`src/rtl/word_spread_keyword_scanner_unit_defines.svh`:
```
// ---------------------------------------------------------------------------
// word spread keyword scanner assertion macros
// shared concurrent assertion forms, clocked on clk and disabled in reset
// ---------------------------------------------------------------------------
`ifndef WORD_SPREAD_KEYWORD_SCANNER_UNIT_DEFINES_SVH
`define WORD_SPREAD_KEYWORD_SCANNER_UNIT_DEFINES_SVH

// condition that holds at every clock edge out of reset
`define WSKS_ASSERT_ALWAYS(name, cond, msg) \
  name: assert property (@(posedge clk) disable iff (!rst_n) (cond)) else $error(msg);

// consequence that holds in the cycle after the trigger
`define WSKS_ASSERT_NEXT(name, trig, cons, msg) \
  name: assert property (@(posedge clk) disable iff (!rst_n) (trig) |=> (cons)) \
    else $error(msg);

`endif

```
`src/rtl/wsks_pkg.sv`:
```
// ---------------------------------------------------------------------------
// wsks_pkg
// types, keyword codes and window check function for the keyword scanner
// ---------------------------------------------------------------------------
`default_nettype none

package wsks_pkg;

  localparam int unsigned WIN_DEPTH = 16;
  localparam int unsigned FILL_W    = 5;
  localparam int unsigned WIN_BITS  = WIN_DEPTH * 8;

  typedef enum logic [2:0] {
    KW_HEAD = 3'd0,
    KW_END  = 3'd1,
    KW_MODL = 3'd2,
    KW_CNTB = 3'd3,
    KW_PRIM = 3'd4,
    KW_CNTE = 3'd5,
    KW_COLR = 3'd6
  } kw_code_t;

  typedef enum logic [1:0] {
    EV_WAIT,
    EV_SLIDE,
    EV_MATCH
  } ev_kind_t;

  typedef struct packed {
    ev_kind_t kind;
    kw_code_t code;
  } ev_result_t;

  // result of scanning one byte, handed from matcher to top level
  typedef struct packed {
    logic              hit;
    kw_code_t          code;
    logic [FILL_W-1:0] keep;
  } scan_t;

  // four-letter keywords, one character per word
  function automatic ev_result_t kw_lookup(input logic [31:0] chars);
    ev_result_t r;
    r.kind = EV_MATCH;
    r.code = KW_HEAD;
    unique case (chars)
      "HEAD":  r.code = KW_HEAD;
      "MODL":  r.code = KW_MODL;
      "CNTB":  r.code = KW_CNTB;
      "PRIM":  r.code = KW_PRIM;
      "CNTE":  r.code = KW_CNTE;
      "COLR":  r.code = KW_COLR;
      default: r.kind = EV_SLIDE;
    endcase
    return r;
  endfunction

  // judge a window of n bytes (n from 12 to 16), byte i at v[8*i +: 8]
  function automatic ev_result_t eval_window(input logic [WIN_BITS-1:0] v,
                                             input logic [FILL_W-1:0]   n);
    ev_result_t r;
    logic       pad_ok;
    r.kind = EV_SLIDE;
    r.code = KW_HEAD;
    pad_ok = (v[0 +: 24] == 24'd0) && (v[32 +: 24] == 24'd0) && (v[64 +: 24] == 24'd0);
    priority if (!pad_ok) begin
      r.kind = EV_SLIDE;
    end else if ({v[24 +: 8], v[56 +: 8], v[88 +: 8]} == "END") begin
      r.kind = EV_MATCH;
      r.code = KW_END;
    end else if (n < FILL_W'(13)) begin
      r.kind = EV_WAIT;
    end else if (v[96 +: 8] != 8'd0) begin
      r.kind = EV_SLIDE;
    end else if (n < FILL_W'(14)) begin
      r.kind = EV_WAIT;
    end else if (v[104 +: 8] != 8'd0) begin
      r.kind = EV_SLIDE;
    end else if (n < FILL_W'(15)) begin
      r.kind = EV_WAIT;
    end else if (v[112 +: 8] != 8'd0) begin
      r.kind = EV_SLIDE;
    end else if (n < FILL_W'(16)) begin
      r.kind = EV_WAIT;
    end else begin
      r = kw_lookup({v[24 +: 8], v[56 +: 8], v[88 +: 8], v[120 +: 8]});
    end
    return r;
  endfunction

endpackage

`default_nettype wire

```
`src/rtl/word_spread_keyword_scanner_unit.sv`:
```
// ---------------------------------------------------------------------------
// word spread keyword scanner unit
// finds chunk identifiers spread one character per big-endian 32-bit word
// ---------------------------------------------------------------------------
//
//   channel  dir  tdata             tuser   tlast       meaning
//   in_      in   [7:0] data_byte   -       stream_end  one stream byte a beat
//   out_     out  [2:0] keyword     found   -           at most one per byte
//
// one byte per cycle when the result side keeps up
// a byte is judged in the cycle it is taken; its result shows next cycle
// in_tready follows out_tready while the output register holds a result
// a result left waiting stalls the input until out_tready
// reset clears the window fill and the output valid; no clearing pass
`default_nettype none

module word_spread_keyword_scanner_unit (
  input  var logic       clk,
  input  var logic       rst_n,
  // input stream
  input  var logic       in_tvalid,
  output logic           in_tready,
  input  var logic [7:0] in_tdata,    // [7:0] data_byte
  input  var logic       in_tlast,    // stream_end
  // result stream
  output logic           out_tvalid,
  input  var logic       out_tready,
  output logic [7:0]     out_tdata,   // [2:0] keyword, [7:3] zero
  output logic           out_tuser    // [0] found
);

  `include "word_spread_keyword_scanner_unit_defines.svh"

  // window history: byte 15 is newest, only the top fill_r bytes count
  logic [wsks_pkg::WIN_BITS-1:0] hist_r;
  logic [wsks_pkg::WIN_BITS-1:0] hist_nxt;
  logic [wsks_pkg::FILL_W-1:0]   fill_r;
  logic [wsks_pkg::FILL_W-1:0]   fill_nxt;

  // result register
  logic                          out_valid_r;
  logic                          out_found_r;
  wsks_pkg::kw_code_t            out_kw_r;

  logic                          in_fire;
  logic                          emit;
  wsks_pkg::scan_t               scan;

  assign in_tready = !out_valid_r || out_tready;
  assign in_fire   = in_tvalid && in_tready;

  wsks_match u_match (
    .hist      (hist_r),
    .fill      (fill_r),
    .data_byte (in_tdata),
    .scan      (scan)
  );

  // history shifts on every accepted byte; a cleared window just drops fill to zero
  assign hist_nxt = {in_tdata, hist_r[wsks_pkg::WIN_BITS-1:8]};
  // a match or the stream end gives a result and restarts scanning
  assign emit     = scan.hit || in_tlast;
  assign fill_nxt = emit ? '0 : scan.keep;

  always_ff @(posedge clk) begin
    if (in_fire) begin
      hist_r <= hist_nxt;
    end
  end

  always_ff @(posedge clk) begin
    if (!rst_n) begin
      fill_r <= '0;
    end else if (in_fire) begin
      fill_r <= fill_nxt;
    end
  end

  always_ff @(posedge clk) begin
    if (!rst_n) begin
      out_valid_r <= 1'b0;
    end else if (in_fire && emit) begin
      out_valid_r <= 1'b1;
    end else if (out_tready) begin
      out_valid_r <= 1'b0;
    end
  end

  // payload, no reset needed
  always_ff @(posedge clk) begin
    if (in_fire && emit) begin
      out_found_r <= scan.hit;
      out_kw_r    <= scan.hit ? scan.code : wsks_pkg::KW_HEAD;
    end
  end

  assign out_tvalid = out_valid_r;
  assign out_tdata  = {5'd0, out_kw_r};
  assign out_tuser  = out_found_r;

  // window never holds more than its depth
  `WSKS_ASSERT_ALWAYS(a_fill_range, fill_r <= wsks_pkg::FILL_W'(wsks_pkg::WIN_DEPTH), "window fill out of range")
  // window grows by at most the one byte taken
  `WSKS_ASSERT_NEXT(a_fill_grow, in_fire, fill_r <= $past(fill_r) + 5'd1, "window grew by more than one byte")
  // stream end always restarts the window and posts a result
  `WSKS_ASSERT_NEXT(a_end_clears, in_fire && in_tlast, fill_r == '0 && out_valid_r, "stream end did not restart")
  // not-found results carry keyword zero
  `WSKS_ASSERT_ALWAYS(a_miss_zero, !out_valid_r || out_found_r || out_kw_r == wsks_pkg::KW_HEAD, "not-found result with nonzero keyword")

endmodule

`default_nettype wire

```
`src/rtl/wsks_match.sv`:
```
// ---------------------------------------------------------------------------
// wsks_match
// judges window lengths 12 to 16 bytes in parallel, keeps longest that does not slide
// ---------------------------------------------------------------------------
`default_nettype none

module wsks_match (
  input  var logic [wsks_pkg::WIN_BITS-1:0] hist,      // newest byte at top
  input  var logic [wsks_pkg::FILL_W-1:0]   fill,
  input  var logic [7:0]                    data_byte,
  output wsks_pkg::scan_t                   scan
);

  localparam int unsigned NCAND   = wsks_pkg::WIN_DEPTH - 11;
  localparam int unsigned EXT_W   = wsks_pkg::WIN_BITS + 8 + 8 * (NCAND - 1);
  localparam int unsigned LEN_W   = wsks_pkg::FILL_W + 1;

  logic [EXT_W-1:0]          ext;
  logic [LEN_W-1:0]          ext_len;
  wsks_pkg::ev_result_t      cand_res [NCAND];
  logic [NCAND-1:0]          cand_ok;

  // bytes 0..16: old history then the new byte, zero above
  assign ext     = {{(8 * (NCAND - 1)){1'b0}}, data_byte, hist};
  assign ext_len = LEN_W'(fill) + LEN_W'(1);

  // candidate k is the window of the newest 16-k bytes
  for (genvar k = 0; k < NCAND; k++) begin : g_cand
    assign cand_ok[k]  = ext_len >= LEN_W'(wsks_pkg::WIN_DEPTH - k);
    assign cand_res[k] = wsks_pkg::eval_window(ext[8 * (1 + k) +: wsks_pkg::WIN_BITS],
                                               wsks_pkg::FILL_W'(wsks_pkg::WIN_DEPTH - k));
  end

  always_comb begin
    logic done;
    done      = 1'b0;
    scan.hit  = 1'b0;
    scan.code = wsks_pkg::KW_HEAD;
    // short windows always wait
    scan.keep = (ext_len > LEN_W'(11)) ? wsks_pkg::FILL_W'(11) : wsks_pkg::FILL_W'(ext_len);
    for (int k = 0; k < NCAND; k++) begin
      if (!done && cand_ok[k] && cand_res[k].kind != wsks_pkg::EV_SLIDE) begin
        done      = 1'b1;
        scan.hit  = (cand_res[k].kind == wsks_pkg::EV_MATCH);
        scan.code = cand_res[k].code;
        scan.keep = wsks_pkg::FILL_W'(wsks_pkg::WIN_DEPTH - k);
      end
    end
  end

endmodule

`default_nettype wire

```
`config.mk`:
```
export PLATFORM = sky130hd
export DESIGN_NAME = word_spread_keyword_scanner_unit
export DESIGN_NICKNAME = d
export VERILOG_FILES = /design/src/rtl/wsks_pkg.sv /design/src/rtl/word_spread_keyword_scanner_unit.sv /design/src/rtl/wsks_match.sv
export VERILOG_INCLUDE_DIRS = /design/src /design/src/rtl
export SDC_FILE = /design/constraint.sdc
export NUM_CORES = 1
export LEC_CHECK = 0
export ABC_AREA = 0
export BUFFER_PORTS_ARGS = -buffer_cell sky130_fd_sc_hd__buf_2
export CAP_MARGIN = 20
export CORE_MARGIN = 8
export CORE_UTILIZATION = 45
export DETAILED_ROUTE_END_ITERATION = 8
export HOLD_SLACK_MARGIN = 0.08
export SYNTH_ARGS = -nofsm -noshare
export SYNTH_HDL_FRONTEND = slang
export SYNTH_SLANG_ARGS = --single-unit
```
`constraint.sdc`:
```
create_clock -name clk -period 8.2 [get_ports clk]
set_input_delay 1.23 -clock clk [delete_from_list [all_inputs] [get_ports clk]]
set_output_delay 1.23 -clock clk [all_outputs]
set_load 0.05 [all_outputs]
```
; Word-level counts from Yosys, hierarchy flattened
; Cells that the tools add are included.
[totals]
register_bits = 138
out_inout_bits = 11
word_cells = 119
[op_classes]
add_sub_neg = 1
n_lt_le_gt_ge = 6
eq_ne = 21
muxes = 39
n_reduce_logical = 47
[op_table]
columns = cell, n
row1 = zero test 24 bit, 13
row2 = equality test 32 x 31 -> 1 bit (second input constant), 6
row3 = equality test 24 x 23 -> 1 bit (second input constant), 5
row4 = 2-to-1 mux 9 bit, 5
row5 = 2-to-1 mux 5 bit, 7
row6 = nonzero test 8 bit, 4
row7 = >= comparator 6 x 4 -> 1 bit (second input constant), 4
row8 = 2-to-1 mux 3 bit, 8
row9 = logical AND 1 bit, 21
row10 = 2-to-1 mux 2 bit, 9
row11 = case mux 3 bit (5 select lines), 1
row12 = equality test 2 bit (second input constant), 5
row13 = != test 2 x 1 -> 1 bit (second input constant), 5
row14 = 2-to-1 mux 1 bit, 9
row15 = adder 5 x 1 -> 6 bit (second input constant), 1
row16 = >= comparator 6 x 5 -> 1 bit (second input constant), 1
row17 = greater-than comparator 6 x 4 -> 1 bit (second input constant), 1
row18 = OR reduction 6 bit, 1
row19 = zero test 1 bit, 5
row20 = logical OR 1 bit, 2
row21 = nonzero test 2 bit, 1

; Longest topological paths before layout
; Gate-level depths: netlist of run 1.
[logic_depth]
depth_word = 30
ltp_mapped = 9

; Modules after synthesis
; Synthesis of run 1 repeated with hierarchy kept, for this count alone.
[unflattened]
cells_unflattened = 355
area_unflattened_um2 = 5447.7
[modules_own_cells]
columns = mod, instances, cells_per_inst, area_each_um2
row1 = word_spread_keyword_scanner_unit, 1, 170, 4299.1
row2 = wsks_match, 1, 185, 1148.6

; Worst setup path after synthesis of run 1
; Ideal clock, no wire load.
[synth_timing]
path_kind = input-to-reg
from = input out_tready
to = register fill_r[3] in the netlist's numbering
arrival_time_ns = 4.699
required_time_ns = 7.893
path_slack_ns = 3.194
cell_stages = 4
n_path_buf = 0
cell_sequence = nand2b_1 nand2_1 inv_1 a2111oi_0
[synth_between]
elab_chain_cells = 2
[synth_lines]
columns = element, line_no
row1 = from (decl), word_spread_keyword_scanner_unit.sv:27  ; input var logic out_tready,
row2 = logical OR 1 bit, word_spread_keyword_scanner_unit.sv:49  ; assign in_tready = !out_valid_r || out_tready;
row3 = logical AND 1 bit, word_spread_keyword_scanner_unit.sv:50  ; assign in_fire = in_tvalid && in_tready;
row4 = net in_fire, word_spread_keyword_scanner_unit.sv:45  ; logic in_fire;
row5 = to (signal assigned), word_spread_keyword_scanner_unit.sv:75  ; fill_r <= fill_nxt;
row6 = to (decl), word_spread_keyword_scanner_unit.sv:37  ; logic [wsks_pkg::FILL_W-1:0] fill_r;
; The timed path passes the listed nets, and every way through them passes these cells.
; A chain may end at the register's enable or synchronous reset.

; Final worst setup path of run 1
[layout_timing]
from = input in_tdata[0]
to = register out_found_r, in the netlist out_tuser (enable)
[layout_between]
elab_chain_cells = 29
[layout_lines]
columns = element, line_no
row1 = from (decl), word_spread_keyword_scanner_unit.sv:23  ; input var logic [7:0] in_tdata,
row2 = equality test 32 x 31 -> 1 bit, wsks_pkg.sv:46  ; unique case (chars)
row3 = OR reduction 6 bit (no line), --
row4 = 2-to-1 mux 2 bit, wsks_pkg.sv:46
row5 = 2-to-1 mux 2 bit, wsks_pkg.sv:81  ; end else if (v[112 +: 8] != 8'd0) begin
row6 = 2-to-1 mux 2 bit, wsks_pkg.sv:77  ; end else if (v[104 +: 8] != 8'd0) begin
row7 = 2-to-1 mux 2 bit, wsks_pkg.sv:73  ; end else if (v[96 +: 8] != 8'd0) begin
row8 = 2-to-1 mux 5 bit, wsks_pkg.sv:68  ; end else if ({v[24 +: 8], v[56 +: 8], v[88 +: 8]} == "END") begin
row9 = 2-to-1 mux 2 bit, wsks_pkg.sv:66  ; priority if (!pad_ok) begin
row10 = [... 11 more ...], --
row11 = zero test 1 bit, wsks_match.sv:42  ; if (!done && cand_ok[k] && cand_res[k].kind != wsks_pkg::EV_SLIDE) begin
row12 = logical AND 1 bit (2 in a row), wsks_match.sv:42
row13 = 2-to-1 mux 1 bit, wsks_match.sv:42
row14 = zero test 1 bit, wsks_match.sv:42
row15 = logical AND 1 bit (2 in a row), wsks_match.sv:42
row16 = 2-to-1 mux 9 bit *, wsks_match.sv:42
row17 = logical OR 1 bit *, word_spread_keyword_scanner_unit.sv:62  ; assign emit = scan.hit || in_tlast;
row18 = logical AND 1 bit *, word_spread_keyword_scanner_unit.sv:91  ; if (in_fire && emit) begin
row19 = to (signal assigned), word_spread_keyword_scanner_unit.sv:92  ; out_found_r <= scan.hit;
row20 = to (decl), word_spread_keyword_scanner_unit.sv:42  ; logic out_found_r;
; Mark *: on every way between the ends. The rest lies on a longest branch, timed or not.

==> results of run 1 <==
-- worst register-to-register path, stage by stage, from the launching register on --
cell	delay [ns]
edfxtp_1	0.49
nor4_1	0.39
nand4_1	0.24
nor4_1	0.51
nand3_1	0.26
o32ai_1	0.43
nor3_1	0.15
a21oi_2	0.30
-- registers in the layout, indices dropped and copies added, names as in the netlist --
signal / count
hist_r: 120
fill_r: 5
out_kw_r: 3
out_tvalid: 1
out_tuser: 1
-- final cells by class --
type                    instances  area (µm²)  share of cell area (%)
clock inverters                14         139                    2.31
repair buffers                 19        97.6                    1.62
inverters                       7        28.8                   0.478
well taps                     143         179                    2.97
clock buffers                  18         429                    7.13
flip-flops and latches        130        3840                    63.8
multi-input cells             202        1310                    21.7
-- kinds of logic (layout without fill, tap and decap cells) --
family / Yosys count / after routing / synth area share [%]
DFF: 130 / 130 / 73.8
AOI/OAI and AO/OA: 30 / 30 / 4.52
buffers and inverters: 14 / 58 / 1.39
adders and majority gates: 3 / 3 / 0.721
xor gates and xnor gates: 1 / 1 / 0.168
and+or+nand+nor: 163 / 163 / 19.3
other: 1 / 5 / 0.0720
-- routing by layer --
| layer | wire length (µm) | up-vias | track usage (%) |
|---|---|---|---|
| met5 | 0 | - | 0 |
| met4 | 439 | 0 | 9.71 |
| met3 | 662 | 28 | 4.22 |
| met2 | 4690 | 122 | 22.0 |
| met1 | 4830 | 1494 | 19.7 |
| li1 | - | 1453 | - |
-- power by group --
group          switching (mW)  leakage (nW)  total [mW]  internal [mW]
logic                  0.0373         0.413      0.0486         0.0113
registers              0.0292          1.25       0.808          0.778
clock network           0.273         0.268       0.718          0.444
total                   0.340          1.93        1.57           1.23
-- final timing paths --
| path | start | cells past startpoint | slack (ns) | end |
|---|---|---|---|---|
| setup / recovery | in_tdata[0] | 8 | 4.81 | out_tuser |
| hold / removal | hist_r[115] | 0 | 0.44 | hist_r[107] |
| setup reg to reg | hist_r[32] | 7 | 5.12 | out_tuser |
| hold reg to reg | hist_r[115] | 0 | 0.44 | hist_r[107] |
-- synthesized netlist by cell type (2+ instances only) --
cell / count / area share [%]
nor4b_1: 3 / 0.50
inv_1: 7 / 0.50
nor4bb_1: 2 / 0.38
or4_4: 2 / 0.43
and3_2: 2 / 0.29
nand4b_1: 5 / 0.84
nand3b_1: 4 / 0.58
nand4_1: 16 / 1.9
or2_2: 2 / 0.24
nand2_1: 20 / 1.4
o32ai_1: 2 / 0.34
buf_4: 5 / 0.72
nand3_1: 15 / 1.4
o31ai_1: 2 / 0.29
nor4_2: 2 / 0.48
o21ai_0: 2 / 0.19
nor2_1: 24 / 1.7
edfxtp_1: 124 / 72
or4_1: 11 / 1.6
a21oi_1: 3 / 0.29
ha_1: 3 / 0.72
a31oi_1: 4 / 0.48
dfxtp_1: 6 / 2.3
and3_4: 2 / 0.43
or4b_4: 2 / 0.53
nor4_1: 14 / 1.7
or3_1: 2 / 0.24
nor3_1: 17 / 1.6
and3_1: 5 / 0.60
==> flow_summary.json, run 1 <==
{
  "cp-end-kind": "flop",
  "grt_pass1_wl_um": 16800,
  "first_pass_iters": 5,
  "avgRoutedWirePerCell_um": 19.9,
  "antenna_found_initial": 0,
  "ys_types": 63,
  "required_ns": 8.29,
  "rsz0062_at_grt": "no",
  "critPathTopFamily": "simple AND/OR/NAND/NOR gates",
  "grt_pass1_vias": 3073,
  "cellPowerDensity_nw_per_um2": 261,
  "tightest_slew_ns": 0.894,
  "ant_nets": 0,
  "status": "completed",
  "die_y_um": 124,
  "cp_cell_sequence": "buf_2 -> or4_4 -> or4b_4 -> nor4b_2 -> nand3_1 -> o32ai_1 -> nor3_1 -> a21oi_2",
  "fill_cells": 917,
  "postCtsSetupBuffers": 0,
  "cts_tree": "done",
  "ys_ff_latch": 130,
  "drv_slew": 0,
  "final_common_cell": "edfxtp_1",
  "totalPowerFinal_mw": 1.57,
  "cts-resized-gates": 0,
  "hold_violations": 0,
  "clockRootBuffer": "clkbuf_16",
  "ys_async_sr_fraction_pct": 0,
  "grt.overflow.total": 0,
  "io_buffers": 18,
  "cp_max_fo": 6,
  "cp.arrival_ns": 3.48,
  "clkLatencyLatePin_ns": 0.42,
  "hold_buffers": 0,
  "syn_area_um2": 5210,
  "syn_to_final_growth_pct": 15.7,
  "drc_errors": 0,
  "diodes": 0,
  "slew-limit-headroom_pct": 40.4,
  "cts_buffers": 17,
  "fin_skew_ns": 0.00685,
  "drtIter0Drc": 314,
  "gp_congestion": 0.914,
  "synthFlopType": "edfxtp_1",
  "viasPerCell": 5.81,
  "clk_path_buf_depth": 2,
  "setup_tns_ns": 0,
  "drive_above_1_share_pct": 19.2,
  "pre_cts_ws_ns": 4.37,
  "setup_slack_ns": 4.81,
  "htree_levels": 4,
  "yosysWarnings": 0,
  "ys_seq_area_share_pct": 73.8,
  "track_usage_pct": 15.2,
  "cp_num_buf_inv": 1,
  "die_w_um": 124,
  "start_util_pct": 45.8,
  "nNetsFinal": 393,
  "std_cell_rows": 39,
  "postPlaceCellArea_um2": 5460,
  "period_share_pct": 41.3,
  "dp.cells": 501,
  "final_cell_mix": "edfxtp_1, nor2_1, nand2_1, buf_2",
  "io_pins": 24,
  "synth_cells": 342,
  "fin_area_um2": 6020,
  "critical-path-max-stage-delay_ns": 0.55,
  "cts.clk_slew.worst_paths_ns": 0.06,
  "coreArea_um2": 11400,
  "critPathLaunchType": "primary input",
  "drv_cap": 0,
  "ir_drop_v": 0.000158,
  "clock.fmax_mhz": 295,
  "period_needed_ns": 3.39,
  "utilization_pct": 53.0,
  "synth_edf_count": 124,
  "die_area_um2": 15300,
  "worst-setup-path-type": "in -> reg",
  "critPathSlowestCell": "or4_4",
  "whs_ns": 0.439,
  "clkSinkCount": 130,
  "final_cells": 533,
  "syn_avg_cell_area_um2": 15.2,
  "grt_max_degree": 75,
  "leakagePower_nw": 1.93,
  "finalWirelength_um": 10600,
  "vias": 3097,
  "setup_violations": 0,
  "place_hpwl_um": 7550,
  "hold_path_class": "reg -> reg"
}
No activity file was read; power rests on OpenSTA's default activity.
==> run 2: changes to the inputs <==
==> constraint.sdc (replaced) <==
create_clock -name clk -period 2.9 [get_ports clk]
set_input_delay 0.435 -clock clk [delete_from_list [all_inputs] [get_ports clk]]
set_output_delay 0.435 -clock clk [all_outputs]
set_load 0.05 [all_outputs]
==> run 2 against run 1 <==
Non-clock buffer count increased by 23. Critical path type is now reg -> reg. Register-to-register slack got worse by 5.0 ns. Critical path depth decreased by 2.
==> flow_summary.json, run 2 (synthesized netlist as in run 1, its figures left out) <==
{
  "finalWirelength_um": 10800,
  "grt_pass1_vias": 3134,
  "viasPerCell": 5.71,
  "drv_slew": 0,
  "cellPowerDensity_nw_per_um2": 737,
  "status": "completed",
  "clk_path_buf_depth": 2,
  "swShare_pct": 20.7,
  "required_ns": 3.01,
  "htree_levels": 4,
  "diodes": 0,
  "grt.overflow.total": 0,
  "worst-setup-path-type": "reg -> reg",
  "period_needed_ns": 2.78,
  "worstHoldStart": "in_tdata[2]",
  "cp_num_buf_inv": 0,
  "clockRootBuffer": "clkbuf_16",
  "clock.fmax_mhz": 360,
  "power_frac_clock_pct": 47.4,
  "critical-path-max-stage-delay_ns": 0.65,
  "cp_cell_sequence": "or4_1 -> nand3b_1 -> or4_1 -> o32ai_1 -> nor3_2 -> a21oi_4",
  "grt_max_degree": 64,
  "track_usage_pct": 15.4,
  "std_cell_rows": 39,
  "slew-limit-headroom_pct": 48.5,
  "drc_errors": 0,
  "seqPwrFrac_pct": 48.9,
  "die_area_um2": 15300,
  "coreArea_um2": 11400,
  "gp_congestion": 0.945,
  "intPower_mw": 3.68,
  "cp_common_cell": "or4_1",
  "p_switching_mw": 0.963,
  "io_buffers": 18,
  "critPathTopFamily": "simple AND/OR/NAND/NOR gates",
  "place_hpwl_um": 7790,
  "nNetsFinal": 416,
  "cts_buffers": 17,
  "setup_violations": 0,
  "cts_tree": "done",
  "clkSinkCount": 130,
  "crit_start": "hist_r[56]",
  "tightest_slew_ns": 0.772,
  "hold_path_class": "in -> reg",
  "postCtsSetupBuffers": 0,
  "start_util_pct": 45.8,
  "drtIter0Drc": 363,
  "pre_cts_ws_ns": -0.0332,
  "die_w_um": 124,
  "critPathSlowestCell": "or4_1",
  "first_pass_iters": 5,
  "cp_max_fo": 5,
  "io_pins": 24,
  "cts.clk_slew.worst_paths_ns": 0.06,
  "ant_nets": 0,
  "p_comb_share_pct": 3.7,
  "cp-end-kind": "flop",
  "fin_area_um2": 6300,
  "final_cell_mix": "edfxtp_1, nor2_1, buf_4, nand2_1, buf_2",
  "postPlaceCellArea_um2": 5660,
  "cp.arrival_ns": 2.88,
  "avgRoutedWirePerCell_um": 19.5,
  "critPathLaunchType": "flop",
  "fin_skew_ns": 0.00814,
  "reg_top3": "hist_r: 120 flops, fill_r: 5 flops, out_kw_r: 3 flops",
  "rsz0062_at_grt": "no",
  "top_register": "hist_r",
  "setup_slack_ns": 0.124,
  "largest_reg_flops": 120,
  "drv_cap": 0,
  "drive_above_1_share_pct": 25.2,
  "ir_drop_v": 0.000556,
  "period_share_pct": 95.7,
  "hold_violations": 0,
  "leakagePower_nw": 2.09,
  "syn_to_final_growth_pct": 21.0,
  "antenna_found_initial": 0,
  "clkLatencyLatePin_ns": 0.42,
  "r2r-start": "hist_r[56]",
  "grt_pass1_wl_um": 17000,
  "die_y_um": 124,
  "final_common_cell": "edfxtp_1",
  "vias": 3176
}
[run 2: cell count changes in the layout (fill, tap and decap cells not counted), moves of 2 or more]
cell	before	now
buf_4	1	23
inv_6	2	0
bufinv_16	2	4
clkinvlp_4	4	2
clkinv_4	1	3
[run 2: worst paths after layout]
check	slack, ns	cells past startpoint	to
max	0.12	6	out_kw_r[2]
max reg2reg	0.12	6	out_kw_r[2]
min	0.24	1	hist_r[122]
min reg2reg	0.44	0	hist_r[69]
[run 2: power groups by stage]
stage	Combinational [mW]	Clock, mW	Sequential (mW)
2_1_floorplan	0.0931	0	2.30
3_3_place_gp	0.166	0	2.31
3_5_place_dp	0.168	0	2.31
5_1_grt	0.183	2.33	2.29
4_1_cts	0.169	2.25	2.28
6_report	0.170	2.20	2.27
[run 2: repair_timing]
action / 4_1_cts / 5_1_grt
gates resized for setup: 0 / 4
hold endpoints to repair: 0 / 0
setup endpoints to repair: 0 / 8
hold buffers: 0 / 0
[run 2: metal layers]
| layer | share of wire (%) | global-route usage (%) | wire [µm] | up-vias |
|---|---|---|---|---|
| met2 | 47 | 24.3 | 5120 | 111 |
| met4 | 2.7 | 7.30 | 291 | 0 |
| met5 | 0 | 0 | 0 | - |
| li1 | - | - | - | 1504 |
| met3 | 6.2 | 4.94 | 673 | 25 |
| met1 | 44 | 18.9 | 4750 | 1536 |
[run 2: cell type report]
cell class / instances / area (µm²)
multi-input combinational: 202 / 1350
inverter: 7 / 30.0
clock inverter: 14 / 188
sequential: 130 / 3850
fill: 921 / 5070
tap: 143 / 179
timing repair buffer: 42 / 283
clock buffer: 18 / 429
[run 2: through the flow]
stage / setup TNS (ns) / power [mW] / hold slack, ns / instances / utilization [%]
5_1_grt: 0 / 4.80 / 0.224 / 556 / 55.4
2_1_floorplan: -8.86 / 2.39 / 0.417 / 346 / -
3_5_place_dp: -0.133 / 2.48 / 0.425 / 524 / 49.8
3_3_place_gp: -0.0715 / 2.48 / 0.424 / 524 / 49.8
6_report: 0 / 4.65 / 0.237 / 556 / 55.4
4_1_cts: 0 / 4.69 / 0.218 / 556 / 55.2
==> run 3: changes to the inputs <==
--- a/config.mk
+++ b/config.mk
@@ -7,11 +7,11 @@
 export NUM_CORES = 1
 export LEC_CHECK = 0
 export ABC_AREA = 0
-export BUFFER_PORTS_ARGS = -buffer_cell sky130_fd_sc_hd__buf_2
 export CAP_MARGIN = 20
 export CORE_MARGIN = 8
 export CORE_UTILIZATION = 45
 export DETAILED_ROUTE_END_ITERATION = 8
+export DONT_BUFFER_PORTS = 1
 export HOLD_SLACK_MARGIN = 0.08
 export SYNTH_ARGS = -nofsm -noshare
 export SYNTH_HDL_FRONTEND = slang
==> run 3 against run 2 <==
Maximum frequency is 2.3% lower. Setup slack worse by 0.065 ns. First-iteration DRC count is 5.0% lower. Largest power group unchanged. Highest routed layer unchanged.
==> flow_summary.json, run 3 (synthesized netlist as in run 1, its figures left out) <==
{
  "start_util_pct": 45.8,
  "cp.arrival_ns": 2.94,
  "top_register": "hist_r",
  "period_needed_ns": 2.84,
  "cp_common_cell": "nor4_1",
  "rr_worst_depth": 7,
  "clk_path_buf_depth": 2,
  "die_area_um2": 15300,
  "coreArea_um2": 11400,
  "worst-setup-path-type": "reg -> reg",
  "critPathLaunchType": "flop",
  "drv_cap": 0,
  "hold_path_class": "in -> reg",
  "diodes": 0,
  "drive_above_1_share_pct": 20.9,
  "grt.overflow.total": 0,
  "clkLatencyLatePin_ns": 0.41,
  "vias": 3146,
  "setup_tns_ns": 0,
  "cp.depth": 7,
  "place_hpwl_um": 7690,
  "cts_tree": "done",
  "grt_pass1_wl_um": 16500,
  "period_share_pct": 98.0,
  "cp_cell_sequence": "nor4_1 -> nand4_1 -> nor4_1 -> nand3_1 -> o32ai_1 -> nor3_1 -> a21oi_4",
  "drc_errors": 0,
  "drv_slew": 0,
  "tightest_slew_ns": 0.653,
  "grt_max_degree": 123,
  "slew-limit-headroom_pct": 56.5,
  "antenna_found_initial": 0,
  "final_cells": 536,
  "leakagePower_nw": 2.01,
  "hold_violations": 0,
  "cp_num_buf_inv": 0,
  "syn_to_final_growth_pct": 18.4,
  "fin_area_um2": 6170,
  "critPathTopFamily": "simple AND/OR/NAND/NOR gates",
  "worst-r2r-setup-slack_ns": 0.06,
  "worstHoldStart": "in_tdata[5]",
  "critPathSlowestCell": "nor4_1",
  "drtIter0Drc": 345,
  "required_ns": 3.00,
  "clockRootBuffer": "clkbuf_16",
  "r2r_end": "out_kw_r[1]",
  "cellPowerDensity_nw_per_um2": 729,
  "postPlaceCellArea_um2": 5560,
  "setup_violations": 0,
  "viasPerCell": 5.87,
  "cts.clk_slew.worst_paths_ns": 0.05,
  "final_common_cell": "edfxtp_1",
  "ir_drop_v": 0.000508,
  "whs_endpoint": "hist_r[125]",
  "min_delay_path_depth": 0,
  "r2r-start": "hist_r[102]",
  "cts_buffers": 17,
  "track_usage_pct": 15.0,
  "cp-end-kind": "flop",
  "die_w_um": 124,
  "fin_skew_ns": 0.00708,
  "largest_reg_flops": 120,
  "crit_start": "hist_r[102]",
  "ant_nets": 0,
  "cp_max_fo": 5,
  "dp.cells": 504,
  "final_cell_mix": "edfxtp_1, nor2_1, buf_4, nand2_1, clkbuf_16",
  "critical-path-max-stage-delay_ns": 0.49,
  "clkSinkCount": 130,
  "htree_levels": 4,
  "avgRoutedWirePerCell_um": 20.0,
  "first_pass_iters": 5,
  "finalWirelength_um": 10700,
  "clock.fmax_mhz": 352,
  "nNetsFinal": 396,
  "reg_top3": "hist_r: 120 flops, fill_r: 5 flops, out_kw_r: 3 flops",
  "whs_ns": 0.117,
  "grt_pass1_vias": 2973,
  "std_cell_rows": 39,
  "io_buffers": 0,
  "die_y_um": 124,
  "io_pins": 24,
  "status": "completed",
  "postCtsSetupBuffers": 0,
  "gp_congestion": 0.885
}
[run 3: area by class of cell]
cell class,instances,area [µm²]
fillers,921,5200
flip-flops and latches,130,3850
multi-input cells,202,1360
clock buffers,20,437
well taps,143,179
repair buffers,22,178
clock inverters,12,140
inverters,7,30.0
[run 3: what timing repair did]
item	4_1_cts	5_1_grt
setup endpoints to repair	0	6
hold buffers	0	0
gates resized for setup	0	5
[run 3: how the worst max path moves through the flow]
stage	end	slack, ns
3_5_place_dp	out_kw_r[2]	0.03
4_1_cts	out_kw_r[1]	0.02
6_report	out_kw_r[1]	0.06
3_3_place_gp	out_kw_r[2]	0.02
2_1_floorplan	fill_r[3]	-0.14
5_1_grt	out_kw_r[1]	-0.08
[run 3: per-layer routing]
layer / track usage, % / share of wire (%) / up-vias
met4: 6.17 / 1.6 / 0
met2: 22.9 / 47 / 140
met1: 19.3 / 44 / 1531
met5: 0 / 0 / -
li1: - / - / 1461
met3: 5.26 / 8.0 / 14
[run 3: worst register-to-register path: stages (launching register included)]
cell	delay [ns]
edfxtp_1	0.45
nor4_1	0.41
nand4_1	0.21
nor4_1	0.49
nand3_1	0.17
o32ai_1	0.41
nor3_1	0.16
a21oi_4	0.24
[run 3: metrics by stage]
stage	utilization (%)	total power [mW]	setup WS [ns]
floorplan	-	2.39	-0.145
global placement	48.9	2.46	0.0209
detailed placement	48.9	2.46	0.0300
CTS	53.9	4.53	0.0175
global route	54.2	4.63	-0.0753
finish	54.2	4.49	0.0592
[run 3: where the power goes]
part,internal (mW),switching [mW]
sequential,2.20,0.0859
clock,1.34,0.726
combinational,0.0429,0.100
